**src/rtl/vbt_pkg.sv**
```systemverilog
// ----------------------------------------------------------------------------
// vbt_pkg
// Shared widths, constants, register index type and sequencer state type of the tracker.
// ----------------------------------------------------------------------------
`default_nettype none
package vbt_pkg;

  localparam int DivW = 40;
  localparam int DivCntW = 6;
  localparam int SqrtCntW = 4;

  localparam logic [16:0] LimitPressure = 17'd26600;
  localparam logic [DivW-1:0] RateNumerator = 40'd15360000;
  localparam logic [DivW-1:0] VentFloor = 40'd26;

  localparam logic [14:0] ThresholdReset = 15'd20;
  localparam logic [19:0] CoefReset = 20'd2422;
  localparam logic [15:0] ArmReset = 16'd50;
  localparam logic [15:0] StepReset = 16'd200;

  typedef enum logic [1:0] {
    REG_THRESHOLD = 2'd0,
    REG_COEF      = 2'd1,
    REG_ARM       = 2'd2,
    REG_STEP      = 2'd3
  } reg_index_t;

  typedef enum logic [3:0] {
    S_IDLE,
    S_EVAL,
    S_SQRT,
    S_MUL1,
    S_MUL2,
    S_ACC,
    S_DIVV,
    S_DIVR,
    S_MEAN,
    S_OUT
  } state_t;

endpackage
`default_nettype wire

```
**src/rtl/vbt_in_if.sv**
```systemverilog
// ----------------------------------------------------------------------------
// vbt_in_if
// Sample channel: valid, ready, pressure sample and elapsed time.
// ----------------------------------------------------------------------------
`default_nettype none
interface vbt_in_if;
  logic               valid;
  logic               ready;
  logic signed [15:0] pressure_raw;
  logic [15:0]        elapsed_ms;

  modport source (output valid, pressure_raw, elapsed_ms, input ready);
  modport sink (input valid, pressure_raw, elapsed_ms, output ready);
endinterface
`default_nettype wire

```
**src/rtl/vbt_out_if.sv**
```systemverilog
// ----------------------------------------------------------------------------
// vbt_out_if
// Result channel: valid, ready and the per-sample breath statistics.
// ----------------------------------------------------------------------------
`default_nettype none
interface vbt_out_if;
  logic        valid;
  logic        ready;
  logic        breath_done;
  logic [15:0] breath_volume;
  logic [15:0] minute_vent;
  logic [15:0] minute_vent_mean;
  logic [15:0] breath_rate;
  logic [15:0] breath_rate_mean;
  logic [15:0] expired_volume;
  logic        over_limit;
  logic        in_expiration;

  modport source (output valid, breath_done, breath_volume, minute_vent, minute_vent_mean,
                  breath_rate, breath_rate_mean, expired_volume, over_limit, in_expiration,
                  input ready);
  modport sink (input valid, breath_done, breath_volume, minute_vent, minute_vent_mean,
                breath_rate, breath_rate_mean, expired_volume, over_limit, in_expiration,
                output ready);
endinterface
`default_nettype wire

```
**src/rtl/vbt_sqrt.sv**
```systemverilog
// ----------------------------------------------------------------------------
// vbt_sqrt
// Iterative floor square root of a 32-bit value, one result bit per cycle.
// ----------------------------------------------------------------------------
`default_nettype none
module vbt_sqrt (
  input  wire logic        clk,
  input  wire logic        rst,
  input  wire logic        start,
  input  wire logic [31:0] operand,
  output logic             done,
  output logic [15:0]      root
);
  logic [31:0] rem;
  logic [31:0] res;
  logic [vbt_pkg::SqrtCntW-1:0] cnt;
  logic        busy;
  logic [31:0] bitv;
  logic [31:0] trial;

  assign bitv = 32'd1 << {(~cnt), 1'b0};
  assign trial = res + bitv;
  assign root = res[15:0];

  always_ff @(posedge clk) begin
    if (rst) begin
      busy <= 1'b0;
      done <= 1'b0;
      cnt  <= '0;
    end else begin
      done <= 1'b0;
      if (start) begin
        busy <= 1'b1;
        cnt  <= '0;
        rem  <= operand;
        res  <= '0;
      end else if (busy) begin
        if (rem >= trial) begin
          rem <= rem - trial;
          res <= (res >> 1) + bitv;
        end else begin
          res <= res >> 1;
        end
        cnt <= cnt + 1'b1;
        if (&cnt) begin
          busy <= 1'b0;
          done <= 1'b1;
        end
      end
    end
  end
endmodule
`default_nettype wire

```
**src/rtl/vbt_div.sv**
```systemverilog
// ----------------------------------------------------------------------------
// vbt_div
// Restoring divider, one quotient bit per cycle, shared by both breath ratios.
// ----------------------------------------------------------------------------
`default_nettype none
module vbt_div (
  input  wire logic                     clk,
  input  wire logic                     rst,
  input  wire logic                     start,
  input  wire logic [vbt_pkg::DivW-1:0] numer,
  input  wire logic [vbt_pkg::DivW-1:0] denom,
  output logic                          done,
  output logic [vbt_pkg::DivW-1:0]      quotient
);
  logic [vbt_pkg::DivW-1:0] den;
  logic [vbt_pkg::DivW:0]   rem;
  logic [vbt_pkg::DivW:0]   shifted;
  logic [vbt_pkg::DivCntW-1:0] cnt;
  logic busy;
  logic fits;

  assign shifted = {rem[vbt_pkg::DivW-1:0], quotient[vbt_pkg::DivW-1]};
  assign fits = shifted >= {1'b0, den};

  always_ff @(posedge clk) begin
    if (rst) begin
      busy <= 1'b0;
      done <= 1'b0;
      cnt  <= '0;
    end else begin
      done <= 1'b0;
      if (start) begin
        busy     <= 1'b1;
        cnt      <= '0;
        rem      <= '0;
        den      <= denom;
        quotient <= numer;
      end else if (busy) begin
        rem      <= fits ? shifted - {1'b0, den} : shifted;
        quotient <= {quotient[vbt_pkg::DivW-2:0], fits};
        cnt      <= cnt + 1'b1;
        if (cnt == vbt_pkg::DivCntW'(vbt_pkg::DivW - 1)) begin
          busy <= 1'b0;
          done <= 1'b1;
        end
      end
    end
  end
endmodule
`default_nettype wire

```
**src/rtl/venturi_breath_volume_tracker_core.sv**
```systemverilog
// ----------------------------------------------------------------------------
// venturi_breath_volume_tracker_core
// Breath volume, minute ventilation and breath rate from venturi pressure.
//
// Samples enter on the samples channel (pressure in 0.01 Pa, ms elapsed);
// each sample yields exactly one beat on the results channel. Registers are
// written through cfg_write / cfg_index / cfg_data; the user must write them
// only while the block is idle, as the block itself does not enforce this.
// One sample is worked on at a time; samples.ready is high only when idle.
// The sequencer runs one square-root unit and one restoring divider:
//   below threshold, no breath end:  straight to the output
//   at or above threshold:           16-step square root, two multiplies
//   breath end:                      two 40-step divisions, mean update
//   breath end with zero duration:   divisions skipped, mean update
// The next sample can be accepted in the cycle after the result is loaded.
// The result sits in an output register; while the receiver stalls, the
// next sample is still taken and its result waits until the register frees.
// Reset (synchronous) clears all tracking state and restores register
// defaults; no clearing pass is needed.
// ----------------------------------------------------------------------------
`default_nettype none
module venturi_breath_volume_tracker_core (
  input  wire logic        clk,
  input  wire logic        rst,
  vbt_in_if.sink           samples,
  vbt_out_if.source        results,
  input  wire logic        cfg_write,
  input  wire logic [1:0]  cfg_index,
  input  wire logic [19:0] cfg_data
);
  localparam int W = vbt_pkg::DivW;

  vbt_pkg::state_t state, state_next;

  logic [14:0] press_threshold;
  logic [19:0] flow_coefficient;
  logic [15:0] arm_volume;
  logic [15:0] report_step;

  logic [15:0] smoothed;
  logic [31:0] breath_accum;
  logic [39:0] running_accum;
  logic [39:0] last_report;
  logic        armed;
  logic        expiring;
  logic [31:0] time_since;
  logic [15:0] vent_mean;
  logic [15:0] rate_mean;
  logic [15:0] held_expired;

  logic [15:0] ms;
  logic        over;
  logic        done_flag;
  logic [31:0] dur;
  logic [15:0] bvol;
  logic [15:0] vent;
  logic [15:0] rate;
  logic        vent_small;
  logic [35:0] prod1;
  logic [51:0] prod2;

  logic signed [17:0] psum;
  logic signed [16:0] sm;
  logic [32:0] tsum;
  logic        hot;
  logic        accept;
  logic [39:0] diff;
  logic [43:0] inc;
  logic [44:0] bsum;
  logic [37:0] ba60;

  logic        sq_start, sq_done;
  logic [15:0] sq_root;
  logic        dv_start, dv_done;
  logic [W-1:0] dv_numer, dv_denom, dv_quo;

  logic [17:0] vm_sum, rm_sum;
  logic [15:0] vm_new, rm_new;

  assign accept = samples.valid && samples.ready;
  assign samples.ready = (state == vbt_pkg::S_IDLE);

  assign psum = $signed({2'b00, smoothed}) + 18'(samples.pressure_raw);
  assign sm   = psum[17:1];
  assign tsum = {1'b0, time_since} + {17'd0, samples.elapsed_ms};
  assign hot  = smoothed >= {1'b0, press_threshold};
  assign diff = running_accum - last_report;
  assign inc  = prod2[51:8];
  assign bsum = {13'd0, breath_accum} + {1'b0, inc};
  assign ba60 = ({6'd0, breath_accum} << 6) - ({6'd0, breath_accum} << 2);

  assign vm_sum = {2'b00, vent_mean} + {1'b0, vent_mean, 1'b0} + {2'b00, vent};
  assign rm_sum = {2'b00, rate_mean} + {1'b0, rate_mean, 1'b0} + {2'b00, rate};
  assign vm_new = (vm_sum[17:10] == 8'd0) ? 16'd0 : vm_sum[17:2];
  assign rm_new = (rm_sum[17:10] == 8'd0) ? 16'd0 : rm_sum[17:2];

  vbt_sqrt u_sqrt (
    .clk     (clk),
    .rst     (rst),
    .start   (sq_start),
    .operand ({smoothed, 16'd0}),
    .done    (sq_done),
    .root    (sq_root)
  );

  vbt_div u_div (
    .clk      (clk),
    .rst      (rst),
    .start    (dv_start),
    .numer    (dv_numer),
    .denom    (dv_denom),
    .done     (dv_done),
    .quotient (dv_quo)
  );

  always_ff @(posedge clk) begin
    if (rst) begin
      press_threshold  <= vbt_pkg::ThresholdReset;
      flow_coefficient <= vbt_pkg::CoefReset;
      arm_volume       <= vbt_pkg::ArmReset;
      report_step      <= vbt_pkg::StepReset;
    end else if (cfg_write) begin
      unique case (vbt_pkg::reg_index_t'(cfg_index))
        vbt_pkg::REG_THRESHOLD: press_threshold  <= cfg_data[14:0];
        vbt_pkg::REG_COEF:      flow_coefficient <= cfg_data;
        vbt_pkg::REG_ARM:       arm_volume       <= cfg_data[15:0];
        vbt_pkg::REG_STEP:      report_step      <= cfg_data[15:0];
        default: ;
      endcase
    end
  end

  always_ff @(posedge clk) begin
    if (rst) begin
      state <= vbt_pkg::S_IDLE;
    end else begin
      state <= state_next;
    end
  end

  always_comb begin
    state_next = state;
    sq_start   = 1'b0;
    dv_start   = 1'b0;
    dv_numer   = {2'b00, ba60};
    dv_denom   = {time_since, 8'd0};
    unique case (state)
      vbt_pkg::S_IDLE: if (accept) state_next = vbt_pkg::S_EVAL;
      vbt_pkg::S_EVAL: begin
        if (hot) begin
          sq_start   = 1'b1;
          state_next = vbt_pkg::S_SQRT;
        end else if (armed) begin
          if (time_since == 32'd0) begin
            state_next = vbt_pkg::S_MEAN;
          end else begin
            dv_start   = 1'b1;
            state_next = vbt_pkg::S_DIVV;
          end
        end else begin
          state_next = vbt_pkg::S_OUT;
        end
      end
      vbt_pkg::S_SQRT: if (sq_done) state_next = vbt_pkg::S_MUL1;
      vbt_pkg::S_MUL1: state_next = vbt_pkg::S_MUL2;
      vbt_pkg::S_MUL2: state_next = vbt_pkg::S_ACC;
      vbt_pkg::S_ACC:  state_next = vbt_pkg::S_OUT;
      vbt_pkg::S_DIVV: begin
        dv_numer = vbt_pkg::RateNumerator;
        dv_denom = {8'd0, dur};
        if (dv_done) begin
          dv_start   = 1'b1;
          state_next = vbt_pkg::S_DIVR;
        end
      end
      vbt_pkg::S_DIVR: if (dv_done) state_next = vbt_pkg::S_MEAN;
      vbt_pkg::S_MEAN: state_next = vbt_pkg::S_OUT;
      vbt_pkg::S_OUT:  if (!results.valid || results.ready) state_next = vbt_pkg::S_IDLE;
      default: state_next = vbt_pkg::S_IDLE;
    endcase
  end

  always_ff @(posedge clk) begin
    if (rst) begin
      smoothed      <= '0;
      breath_accum  <= '0;
      running_accum <= '0;
      last_report   <= '0;
      armed         <= 1'b0;
      expiring      <= 1'b0;
      time_since    <= '0;
      vent_mean     <= '0;
      rate_mean     <= '0;
      held_expired  <= '0;
    end else begin
      unique case (state)
        vbt_pkg::S_IDLE: begin
          if (accept) begin
            smoothed   <= sm[16] ? 16'd0 : sm[15:0];
            time_since <= tsum[32] ? 32'hFFFF_FFFF : tsum[31:0];
            ms         <= samples.elapsed_ms;
            over       <= sm > $signed(vbt_pkg::LimitPressure);
            done_flag  <= 1'b0;
            bvol       <= '0;
            vent       <= '0;
            rate       <= '0;
          end
        end
        vbt_pkg::S_EVAL: begin
          if (hot) begin
            expiring <= 1'b1;
            if (breath_accum > {arm_volume, 16'd0}) armed <= 1'b1;
          end else begin
            if (diff > {8'd0, report_step, 16'd0}) begin
              held_expired <= (diff[39:32] != 8'd0) ? 16'hFFFF : diff[31:16];
              last_report  <= running_accum;
            end
            if (armed) begin
              done_flag    <= 1'b1;
              armed        <= 1'b0;
              expiring     <= 1'b0;
              time_since   <= '0;
              dur          <= time_since;
              bvol         <= (breath_accum[31:16] == 16'hFFFF) ? 16'hFFFF
                              : breath_accum[31:16];
              breath_accum <= '0;
              vent         <= 16'hFFFF;
              rate         <= 16'hFFFF;
            end
          end
        end
        vbt_pkg::S_MUL1: prod1 <= flow_coefficient * sq_root;
        vbt_pkg::S_MUL2: prod2 <= prod1 * ms;
        vbt_pkg::S_ACC: begin
          breath_accum  <= (bsum[44:32] != 13'd0) ? 32'hFFFF_FFFF : bsum[31:0];
          running_accum <= running_accum + inc[39:0];
        end
        vbt_pkg::S_DIVV: begin
          if (dv_done) begin
            vent       <= (dv_quo[39:16] != 24'd0) ? 16'hFFFF : dv_quo[15:0];
            vent_small <= dv_quo < vbt_pkg::VentFloor;
          end
        end
        vbt_pkg::S_DIVR: begin
          if (dv_done) begin
            rate <= vent_small ? 16'd0
                    : ((dv_quo[39:16] != 24'd0) ? 16'hFFFF : dv_quo[15:0]);
          end
        end
        vbt_pkg::S_MEAN: begin
          vent_mean <= vm_new;
          rate_mean <= rm_new;
        end
        default: ;
      endcase
    end
  end

  always_ff @(posedge clk) begin
    if (rst) begin
      results.valid <= 1'b0;
    end else if (state == vbt_pkg::S_OUT && (!results.valid || results.ready)) begin
      results.valid            <= 1'b1;
      results.breath_done      <= done_flag;
      results.breath_volume    <= bvol;
      results.minute_vent      <= vent;
      results.minute_vent_mean <= vent_mean;
      results.breath_rate      <= rate;
      results.breath_rate_mean <= rate_mean;
      results.expired_volume   <= held_expired;
      results.over_limit       <= over;
      results.in_expiration    <= hot;
    end else if (results.ready) begin
      results.valid <= 1'b0;
    end
  end

  a_armed_expiring: assert property (@(posedge clk) disable iff (rst) armed |-> expiring)
    else $error("armed without expiring");
  a_done_not_hot: assert property (@(posedge clk) disable iff (rst)
    results.valid && results.breath_done |-> !results.in_expiration)
    else $error("breath end flagged at or above threshold");
  a_idle_stats_zero: assert property (@(posedge clk) disable iff (rst)
    results.valid && !results.breath_done |->
      results.breath_volume == 16'd0 && results.minute_vent == 16'd0 &&
      results.breath_rate == 16'd0)
    else $error("breath stats nonzero without breath end");
  a_rate_floor: assert property (@(posedge clk) disable iff (rst)
    results.valid && results.breath_rate != 16'd0 |-> results.minute_vent >= 16'd26)
    else $error("breath rate shown below ventilation floor");
endmodule
`default_nettype wire
```
**src/flat_wrapper.sv**
```systemverilog
// flat-port wrapper written by rule: the top's interface ports become plain ports
module venturi_breath_volume_tracker_core_flat 
  (clk, rst, cfg_write, cfg_index, cfg_data, samples_valid, samples_pressure_raw, samples_elapsed_ms, samples_ready, results_valid, results_breath_done, results_breath_volume, results_minute_vent, results_minute_vent_mean, results_breath_rate, results_breath_rate_mean, results_expired_volume, results_over_limit, results_in_expiration, results_ready);
  vbt_in_if samples_i ();
  vbt_out_if results_i ();
  input  wire logic clk;
  input  wire logic rst;
  input  wire logic cfg_write;
  input  wire logic [1:0] cfg_index;
  input  wire logic [19:0] cfg_data;
  input wire logic [$bits(samples_i.valid)-1:0] samples_valid;
  input wire logic [$bits(samples_i.pressure_raw)-1:0] samples_pressure_raw;
  input wire logic [$bits(samples_i.elapsed_ms)-1:0] samples_elapsed_ms;
  output wire logic [$bits(samples_i.ready)-1:0] samples_ready;
  output wire logic [$bits(results_i.valid)-1:0] results_valid;
  output wire logic [$bits(results_i.breath_done)-1:0] results_breath_done;
  output wire logic [$bits(results_i.breath_volume)-1:0] results_breath_volume;
  output wire logic [$bits(results_i.minute_vent)-1:0] results_minute_vent;
  output wire logic [$bits(results_i.minute_vent_mean)-1:0] results_minute_vent_mean;
  output wire logic [$bits(results_i.breath_rate)-1:0] results_breath_rate;
  output wire logic [$bits(results_i.breath_rate_mean)-1:0] results_breath_rate_mean;
  output wire logic [$bits(results_i.expired_volume)-1:0] results_expired_volume;
  output wire logic [$bits(results_i.over_limit)-1:0] results_over_limit;
  output wire logic [$bits(results_i.in_expiration)-1:0] results_in_expiration;
  input wire logic [$bits(results_i.ready)-1:0] results_ready;
  assign samples_i.valid = samples_valid;
  assign samples_i.pressure_raw = samples_pressure_raw;
  assign samples_i.elapsed_ms = samples_elapsed_ms;
  assign samples_ready = samples_i.ready;
  assign results_valid = results_i.valid;
  assign results_breath_done = results_i.breath_done;
  assign results_breath_volume = results_i.breath_volume;
  assign results_minute_vent = results_i.minute_vent;
  assign results_minute_vent_mean = results_i.minute_vent_mean;
  assign results_breath_rate = results_i.breath_rate;
  assign results_breath_rate_mean = results_i.breath_rate_mean;
  assign results_expired_volume = results_i.expired_volume;
  assign results_over_limit = results_i.over_limit;
  assign results_in_expiration = results_i.in_expiration;
  assign results_i.ready = results_ready;
  venturi_breath_volume_tracker_core u_core (.clk(clk), .rst(rst), .samples(samples_i), .results(results_i), .cfg_write(cfg_write), .cfg_index(cfg_index), .cfg_data(cfg_data));
endmodule
```
**config.mk**
```make
export PLATFORM = sky130hd
export DESIGN_NAME = venturi_breath_volume_tracker_core_flat
export DESIGN_NICKNAME = d
export VERILOG_FILES = /design/src/rtl/vbt_pkg.sv /design/src/rtl/vbt_in_if.sv /design/src/rtl/vbt_out_if.sv /design/src/rtl/vbt_sqrt.sv /design/src/rtl/vbt_div.sv /design/src/rtl/venturi_breath_volume_tracker_core.sv /design/src/flat_wrapper.sv
export SDC_FILE = /design/constraint.sdc
export NUM_CORES = 2
export LEC_CHECK = 0
export BUFFER_PORTS_ARGS = -buffer_cell sky130_fd_sc_hd__buf_2
export CAP_MARGIN = 20
export CORE_MARGIN = 5
export CORE_UTILIZATION = 27
export DETAILED_ROUTE_END_ITERATION = 10
export GPL_ROUTABILITY_DRIVEN = 0
export PLACE_DENSITY = 0.44
export SETUP_SLACK_MARGIN = 0.1
export SYNTH_ARGS = -nofsm -noshare
export SYNTH_HDL_FRONTEND = slang
export SYNTH_SLANG_ARGS = --single-unit
```
**constraint.sdc**
```tcl
create_clock -name clk -period 27.6 [get_ports clk]
set_clock_uncertainty 0.2 [all_clocks]
set_input_delay 1.38 -clock clk [delete_from_list [all_inputs] [get_ports clk]]
set_output_delay 1.38 -clock clk [all_outputs]
set_load 0.02 [all_outputs]
```
==> results.tsv <==
stage	metric	value	unit
logic_synthesis	syn-instance-count	8095	
global_routing	grt_use_total	15.3	%
logic_synthesis	syn-num-nets	9506	
status	status	finished clean	
placement	dp_slack	19.47	ns
worst_setup_path	cp.arrival	8.34	ns
layout	multi_input_area	0.0487	sq mm
placement	io_buffers	159	
route	via_per_inst	4.77	
worst_setup_path	critPathKind	flop to flop	
logic_synthesis	synth-seq-cells	757	
route	routed_wl	221000	microns
logic_synthesis	async_reset_ff_share	0	%
layout	final_core_utilization	30.2	%
clocking	clk_latency	0.74	ns
sta	fin_setup_tns	0	ns
layout	area_delta_synth_final	11.0	%
logic_synthesis	syn_avg_cell_area	9.11	sq um
global_routing	grt_overflow	0	
sta	slew_violations	0	
worst_setup_path	path_buf_inv	4	
sta	hold_slack	0.220	ns
global_routing	grt_max_degree	106	
floorplanning	core	0.271	sq mm
clocking	clock_path_buffers	3	
logic_synthesis	synth_edf_count	462	
logic_synthesis	synth.most_common_cell	nand2_1	
worst_setup_path	cp.required	27.87	ns
worst_setup_path	cp-start-kind	flop	
global_routing	grt_pass1_vias	57400	
floorplanning	die_h	533	microns
worst_setup_path	crit_top_cell	fa_1	
floorplanning	dieArea	0.284	sq mm
route	drc	0	
layout	fin_nets	9504	
global_routing	antenna_found_initial	14	
clocking	clock_sinks	757	
logic_synthesis	synthFlopType	edfxtp_1	
clocking	cts_buffers	93	
sta	worst_pin_slew	1.19	ns
worst_setup_path	critPathCaptureType	flop	
worst_setup_path	cp_cell_sequence	buf_4 -> nand2_1 -> fa_1 -> inv_1 -> fa_1 -> fa_1 -> fa_1 -> fa_1 -> inv_1 -> fa_1 -> inv_1 -> ha_1 -> a21oi_1 -> o21ai_1 -> a2111oi_0 -> o21ai_0 -> o21ai_0 -> a21oi_1 -> a41o_1 -> o41a_1 -> a21oi_1 -> o21bai_1 -> xnor2_1	
route	drt-initial-drc-count	3295	
sta	fin_ws	19.52	ns
worst_hold_path	hp-class	flop to flop	
flow_run	maxCapViolations	0	
sta	fin_crit_sh	29.3	%
route	drtPass1Iterations	9	
worst_setup_path	crit_family	adder cells	
clocking	cts-root-buf	clkbuf_16	
clocking	cts_resized	0	
sta	maxSlewHeadroom	20.9	%
worst_setup_path	cpMaxStageDelayCell	a2111oi_0	
floorplanning	ioPinCount	160	
logic_synthesis	synth_common_cells	nand2_1 (1137), inv_1 (1066), fa_1 (762), ha_1 (590), a21oi_1 (499)	
sta	max_freq	124	MHz
worst_setup_path	critPathMaxFanout	27	
route	wl_per_cell	18.8	microns
placement	dp.final_hpwl	171000	microns
clocking	cts_tree	built	
logic_synthesis	synth_cell_types	100	
clocking	post-cts-setup-buffer-count	0	
sta	post-route-min-period	8.08	ns
sta	hold_violations	0	
route	ant_nets	0	
floorplanning	fp.dieW	533	microns
layout	fill_cells	28500	
logic_synthesis	synth_area	0.0737	sq mm
sta	rsz0062_at_grt	no	
floorplanning	rows	191	
clocking	clk_pin_slew	0.06	ns
worst_setup_path	cp_slowest_stage_delay	0.60	ns
route	vias	56100	
floorplanning	start_util	27.2	%
logic_synthesis	synth_warnings	0	
logic_synthesis	seq_area_frac_synth	26.8	%
clocking	htreeDepth	3	
logic_synthesis	synth_top_area_share	20.7	%
logic_synthesis	yosysTopAreaCell	fa_1	
sta	finalSetupViolations	0	
logic_synthesis	synth_area_leaders	fa_1 (21%), edfxtp_1 (19%), ha_1 (10%)	
clocking	hold_buffers	0	
global_routing	grt_pass1_wl	346000	microns
layout	regArea	0.0198	sq mm
layout	drive_above_1_share	6.12	%
[worst paths after layout]
path	startpoint	end	slack (ns)	cells after the start
worst max-delay path	u_core.ms[10]$_DFFE_PP_	u_core.prod2[51]$_DFFE_PP_	19.52	23
worst min-delay path	u_core.bvol[3]$_SDFFCE_PN0P_	u_core.results.breath_volume[3]$_DFFE_PP_	0.22	0
worst max register to register	u_core.ms[10]$_DFFE_PP_	u_core.prod2[51]$_DFFE_PP_	19.52	23
worst min register to register	u_core.bvol[3]$_SDFFCE_PN0P_	u_core.results.breath_volume[3]$_DFFE_PP_	0.22	0
[kinds of logic after synthesis]
kind of cell    Yosys count  synth area share (%)
fa+ha+maj              1352                  30.7
flops                   757                  26.8
simple gates           2663                  17.1
compound gates         1487                  13.0
buf+inv                1418                  7.31
mux                      64                 0.894
xor+xnor                354                  4.20
[per-layer routing]
layer,share of wire (%),global-route usage (%)
met1,49,22.0
met2,45,24.5
met3,3.8,1.95
met4,2.4,3.55
met5,0.0059,0
[flip-flops by register name, summed over array words and instances (netlist names), 32 cells and up]
register / count
u_core.breath_accum: 32
u_core.dur: 32
u_core.last_report: 40
u_core.prod1: 36
u_core.prod2: 44
u_core.running_accum: 40
u_core.time_since: 32
u_core.u_div.den: 40
u_core.u_div.quotient: 40
u_core.u_div.rem: 40
u_core.u_sqrt.rem: 32
u_core.u_sqrt.res: 32
[metrics by stage]
step / instance area, sq um / instances
2_1_floorplan: 73700 / 8095
3_3_place_gp: 78500 / 11600
3_5_place_dp: 78500 / 11600
4_1_cts: 81900 / 11700
5_1_grt: 81900 / 11700
6_report: 81900 / 11700
[worst register-to-register path: stages (launching register included)]
cell       delay [ns]
edfxtp_1         0.53
buf_4            0.41
nand2_1          0.13
fa_1             0.51
inv_1            0.05
fa_1             0.46
fa_1             0.54
fa_1             0.52
fa_1             0.54
inv_1            0.05
fa_1             0.55
inv_1            0.05
ha_1             0.37
a21oi_1          0.20
o21ai_1          0.09
a2111oi_0        0.60
o21ai_0          0.15
o21ai_0          0.48
a21oi_1          0.25
a41o_1           0.32
o41a_1           0.36
a21oi_1          0.24
o21bai_1         0.10
xnor2_1          0.12
[placed cells by master, fill, tap and decap left out, types with 39 or more instances in the layout]
cell type	count
dfxtp_1	295
edfxtp_1	462
a22o_1	50
a21o_1	158
nand2b_1	137
buf_2	158
nand4_1	68
nor2_1	439
and2_1	396
ha_1	590
xnor2_1	205
inv_1	1065
a31oi_1	50
a211oi_1	79
o21a_1	75
nand3_1	102
clkbuf_16	97
a21oi_1	497
o21ai_0	272
nand2_1	1137
nor2b_1	77
xor2_1	149
fa_1	762
and3_1	39
mux2i_1	60
nor3_1	91
buf_4	93
[cell type report]
type	count	share of cell area [%]
multi-input cells	5920	59.5
flip-flops and latches	757	24.2
well taps	3570	5.45
inverters	1066	4.89
clock buffers	123	3.21
repair buffers	255	1.90
clock inverters	51	0.898
diodes	5	0.0153
Power is left out: the tool's default activity adds up to more than one toggle a clock period on the data nets, which glitch-free logic cannot reach.
